===== config.mk =====
export PLATFORM = sky130hd
export DESIGN_NAME = tpsd_ctrl
export DESIGN_NICKNAME = d
export VERILOG_FILES = /design/src/hdl/tpsd_pkg.sv /design/src/hdl/tpsd_ctrl.sv
export VERILOG_INCLUDE_DIRS = /design/src /design/src/hdl
export SDC_FILE = /design/constraint.sdc
export NUM_CORES = 1
export LEC_CHECK = 0
export ABC_AREA = 1
export BUFFER_PORTS_ARGS = -buffer_cell sky130_fd_sc_hd__buf_2
export CORE_AREA = 5 5 42 44
export CTS_CLUSTER_SIZE = 12
export DETAILED_ROUTE_END_ITERATION = 7
export DIE_AREA = 0 0 47 49
export GPL_TIMING_DRIVEN = 0
export PLACE_DENSITY = 0.38
export SETUP_SLACK_MARGIN = 0.15
export SLEW_MARGIN = 20
export SYNTH_ARGS = -nofsm -noshare
export SYNTH_HDL_FRONTEND = slang
export SYNTH_SLANG_ARGS = --single-unit

===== constraint.sdc =====
create_clock -name clock -period 1 [get_ports clock]
set_input_delay 0.2 -clock clock [delete_from_list [all_inputs] [get_ports clock]]
set_output_delay 0.2 -clock clock [all_outputs]
set_load 0.01 [all_outputs]

===== src/hdl/tga_pixel_stream_decoder_assert.svh =====
// Assertion macros used by the decoder controller (tpsd_ctrl).
`ifndef TGA_PIXEL_STREAM_DECODER_ASSERT_SVH
`define TGA_PIXEL_STREAM_DECODER_ASSERT_SVH

// Property that must hold at every clock edge outside reset.
`define TPSD_ASSERT(label, clk, rst, prop, msg) \
   label: assert property (@(posedge clk) disable iff (rst) (prop)) else $error(msg);

// Implication checked in the next cycle.
`define TPSD_ASSERT_NEXT(label, clk, rst, ante, cons, msg) \
   label: assert property (@(posedge clk) disable iff (rst) (ante) |=> (cons)) else $error(msg);

`endif


===== src/hdl/tpsd_pkg.sv =====
// ----------------------------------------------------------------------------
// tpsd_pkg
// Shared types and constants of the TGA pixel stream decoder.
// ----------------------------------------------------------------------------
`default_nettype none

package tpsd_pkg;

   localparam int PALETTE_DEPTH_DEF = 256;

   localparam logic [1:0] REQ_START    = 2'd0;
   localparam logic [1:0] REQ_DATA     = 2'd1;
   localparam logic [1:0] REQ_PALETTE  = 2'd2;
   localparam logic [1:0] REQ_RESERVED = 2'd3;

   localparam logic [2:0] CSR_WIDTH   = 3'd0;
   localparam logic [2:0] CSR_HEIGHT  = 3'd1;
   localparam logic [2:0] CSR_FORMAT  = 3'd2;
   localparam logic [2:0] CSR_PALETTE = 3'd3;
   localparam logic [2:0] CSR_RLE     = 3'd4;
   localparam logic [2:0] CSR_FLIP    = 3'd5;

   localparam logic [1:0] FMT_GREY     = 2'd0;
   localparam logic [1:0] FMT_BGR      = 2'd1;
   localparam logic [1:0] FMT_BGRA     = 2'd2;
   localparam logic [1:0] FMT_ALT_BGRA = 2'd3;

   localparam logic [7:0] ALPHA_OPAQUE = 8'hFF;
   localparam logic [7:0] COUNT_MASK   = 8'h7F;

   typedef enum logic [1:0] {
      ST_IDLE,
      ST_LOOKUP,
      ST_EMIT
   } state_type;

   // Controller to datapath commands.
   typedef struct packed {
      logic take_byte;   // accept a data byte into the datapath
      logic pal_write;   // write the palette
      logic start;       // clear stream state
      logic emit_span;   // one span was accepted on the output
      logic look_done;   // palette read data ready, latch color
   } cmd_type;

   // Datapath to controller status.
   typedef struct packed {
      logic pixel_ready; // a pixel (or overflow) is waiting to go out
      logic need_lookup; // the pending pixel needs a palette read
      logic more_spans;  // spans remain after the current one
   } status_type;

endpackage

`default_nettype wire


===== src/hdl/tpsd_ctrl.sv =====
// ----------------------------------------------------------------------------
// tpsd_ctrl
// Controller: sequences byte intake, palette lookup and span emission.
// ----------------------------------------------------------------------------
`default_nettype none

module tpsd_ctrl (
   input  wire logic                 clock,
   input  wire logic                 reset,
   input  wire logic                 req_tvalid,
   output logic                      req_tready,
   input  wire logic [1:0]           req_kind,
   output logic                      rsp_tvalid,
   input  wire logic                 rsp_tready,
   input  wire tpsd_pkg::status_type status,
   output tpsd_pkg::cmd_type         cmd
);
   import tpsd_pkg::*;

   state_type state_ff, state_in;
   logic      acc;
   logic      fire;

   assign acc  = req_tvalid && req_tready;
   assign fire = rsp_tvalid && rsp_tready;

   // Next state
   always_comb begin
      state_in = state_ff;
      case (state_ff)
         ST_IDLE: begin
            if (status.pixel_ready) begin
               state_in = status.need_lookup ? ST_LOOKUP : ST_EMIT;
            end
         end
         ST_LOOKUP: begin
            state_in = ST_EMIT;
         end
         ST_EMIT: begin
            if (fire && !status.more_spans) begin
               state_in = ST_IDLE;
            end
         end
         default: begin
            state_in = ST_IDLE;
         end
      endcase
   end

   // Outputs
   always_comb begin
      req_tready     = 1'b0;
      rsp_tvalid     = 1'b0;
      cmd            = '0;
      case (state_ff)
         ST_IDLE: begin
            req_tready    = !status.pixel_ready;
            cmd.take_byte = acc && (req_kind == REQ_DATA);
            cmd.pal_write = acc && (req_kind == REQ_PALETTE);
            cmd.start     = acc && (req_kind == REQ_START);
         end
         ST_LOOKUP: begin
            cmd.look_done = 1'b1;
         end
         ST_EMIT: begin
            rsp_tvalid    = 1'b1;
            cmd.emit_span = fire;
         end
         default: begin
         end
      endcase
   end

   always_ff @(posedge clock) begin
      if (reset) begin
         state_ff <= ST_IDLE;
      end else begin
         state_ff <= state_in;
      end
   end

`include "tga_pixel_stream_decoder_assert.svh"

   `TPSD_ASSERT(a_no_overlap, clock, reset, !(req_tready && rsp_tvalid), "input and output overlap")
   `TPSD_ASSERT_NEXT(a_lookup_emit, clock, reset, state_ff == ST_LOOKUP, state_ff == ST_EMIT, "lookup must lead to emit")
   `TPSD_ASSERT_NEXT(a_hold_emit, clock, reset, rsp_tvalid && !rsp_tready, rsp_tvalid, "span withdrawn")

endmodule

`default_nettype wire


==> results list <==
- Diode count: 0
* Pwr Density: 1170 mW/mm2
* Floorplan Core Area: 0.00140 mm2
* Number of sinks handled by clock tree synthesis: 2
- Number of vias in the routed layout: 258
- Count of yosys warnings during synthesis: 0
- The initial antenna violation count is 0.
- Iter 0 DRT Violations: 5
- Of all nets on the critical path, the largest fanout is 3.
- Number of cells produced by synthesis: 23
- STA puts the critical path data arrival time at 1.09 ns.
- For the finished layout, the period the worst path requires is 1.29 ns.
- The register with the most flip-flops in the layout has 2 of them.
- Port buffer count: 15
- Estimated wirelength of the detail-placed design: 391 um
- Wire length of the first global-routing pass: 931 um
- Worst slack on hold paths: 0.154 ns
- Max Transition Viols Final: 0
- Post-layout util: 30.6%
* Ranking of synthesized cells by area: dfxtp_1 (22%), nor3_2 (16%), nand2_4 (12%)
- Gr ovfl total: 0
* Number of nets at the end of the flow: 60
* Height of the die: 49 um
- Clock tree from TritonCTS: done
- Largest register by flop count: state_ff
- Worst Path Required: 0.80 ns
- The congestion estimate from routability-driven global placement came to 0.614.
- The floorplan has 14 rows.
- Unrepaired setup endpoints after global routing: yes
* Worst path max stage delay: 0.32 ns
- Final setup violation count: 8
* Most used cell, CP: nand2_4
- Layout-stage area growth over the synthesis result: 133%
* Worst Tran Pin Value: 0.175 ns
- Dividing the detail-routed wire length by the instance count gives 9.89 um.
* Outcome: finished with violations
- Counting distinct cell types in the post-synthesis netlist gives 14.
- The final critical path takes up 129% of the cycle.
* Worst skew pair latency: 0.23 ns
- Timing analysis after detailed placement gives a worst setup slack of -0.141 ns.
* Number of iterations in the first detailed-routing pass: 2
- After clock tree synthesis, the flow added hold-fix buffers numbering 0.
- Crit end category: output port
- CTS placed an instance of clkbuf_4 at the clock tree root.
* Overall global routing resource usage: 6.13%
* Count of antenna-violating nets left after detailed routing: 0
- Most frequently used flop master after synthesis: dfxtp_1
- Fill cells in the final layout number 160.
* Top-Level Pins: 16
- The final reports fail on negative setup slack.
- The clock passes through at most 2 buffers.
- For this design the static power due to leakage is 0.222 nW.
* Leading registers by flop count: state_ff: 2 flops
- Clock-pin slew was measured on the worst setup and hold paths at 0.04 ns.
* Number of global-route vias before repair: 226
* PnR worst setup slack: -0.294 ns
- Worst hold path class: primary input to flip-flop
* Area share of the largest cell type after synthesis: 21.8%
- Die outline area: 0.00230 mm2
* Sequential element share of the synthesized area: 21.8%
- Slowest cell on the critical path: dfxtp_2
- Vias/cell: 3.97
* Post-synthesis average cell area: 8.00 um2
- Yosys mapped a number of flops with a built-in enable equal to 0.
- Max VDD drop: 0.413 mV
* Summed instance area of the synthesized netlist: 184 um2
- The floorplan step set the die width to 47 um.
* Fmax: 0.773 GHz
* Pin count of the biggest net entering global routing: 5
* Largest delay share family, worst path: flip-flops
- Headroom to the max-slew limit came out at 88.3%.
- Across the run, the number of max-cap violations was 0.
- For this configuration, the core starts out at a cell density of 13.1%.
* Number of buffers and inverters on the critical path: 2
* Cells along the critical path: inv_2 -> nand2_4 -> nor2_8 -> nand2_4 -> nor3_4 -> buf_2
- The number of nets handed over by synthesis was 32.
- Clock skew on the completed layout was measured at 0.00520 ns.
- By instance count, the leading cell after synthesis is nor3_2.
- Clock H-tree levels: 1
- After synthesis the netlist holds a flip-flop and latch count of 2.
* DRC: 0
- Counting flops with an async set or reset pin after synthesis yields a share of 0%.
- The count of final hold-check violations was 0.
* Share of post-route cells with drive strength above 1: 85.7%
* Routed wire length: 643 um
* Post-synth top area cell: dfxtp_1
* Worst Setup Path Type: flip-flop to output port
- Clock buffers created by TritonCTS: 3
- Startpoint Class: flip-flop
==> stage by stage <==
stage               TNS, ns  power [mW]  area (um2)  cells
global placement     -0.421       0.229         292     54
finish                -1.84       0.503         429     65
CTS                   -1.70       0.464         372     62
floorplan           -0.0682       0.179         196     23
global route          -2.30       0.541         429     65
detailed placement   -0.377       0.228         292     54
==> cell type report <==
type | count | area (um2) | area share, %
tap | 16 | 20.0 | 4.66
clock buffer | 3 | 22.5 | 5.25
inverter | 4 | 17.5 | 4.08
timing repair buffer | 23 | 163 | 37.9
multi-input combinational | 17 | 164 | 38.2
sequential | 2 | 42.5 | 9.91
==> power breakdown <==
| part | internal (mW) | switching (mW) |
|---|---|---|
| clock | 0.134 | 0.0580 |
| combinational | 0.111 | 0.106 |
| sequential | 0.0893 | 0.00587 |
| total | 0.333 | 0.170 |
==> timing repair <==
action                                  in CTS  in global routing
endpoints found under the setup margin       7                  9
resized for setup                            6                  8
setup buffers                                5                  3
pin swaps                                    5                  9
gates cloned                                 0                  0
==> path summary, 6_finish.rpt <==
kind	end	slack [ns]	startpoint	depth (start not counted)
worst max-delay path	cmd[4]	-0.29	state_ff[1]	6
worst min register to register	state_ff[1]	0.63	state_ff[1]	4
worst min-delay path	state_ff[1]	0.15	reset	2
worst max register to register	state_ff[1]	-0.09	state_ff[0]	7
==> cell families after synthesis <==
family | after synthesis | synth area share (%)
buffers and inverters | 4 | 8.17
AND/OR/NAND/NOR | 14 | 61.9
flip-flops | 2 | 21.8
AO/OA/AOI/OAI | 3 | 8.16
==> routing by layer <==
| layer | GRT usage [%] | wire (um) |
|---|---|---|
| met1 | 7.47 | 257 |
| met2 | 6.33 | 283 |
| met3 | 3.69 | 71 |
| met4 | 6.91 | 30 |
| met5 | 0 | 0 |
==> cells in the final DEF, fill, tap and decap left out, types with 3 or more instances in the layout <==
| cell type | n |
|---|---|
| buf_4 | 4 |
| clkbuf_4 | 3 |
| buf_6 | 6 |
| buf_2 | 13 |
==> worst reg2reg max path: cells and delay by family (launching register included) <==
family          cells  cell delay, ns
flops               1            0.34
simple gates        1            0.07
buf+inv             4            0.37
compound gates      2            0.24
Power figures use the tool's default switching activity.
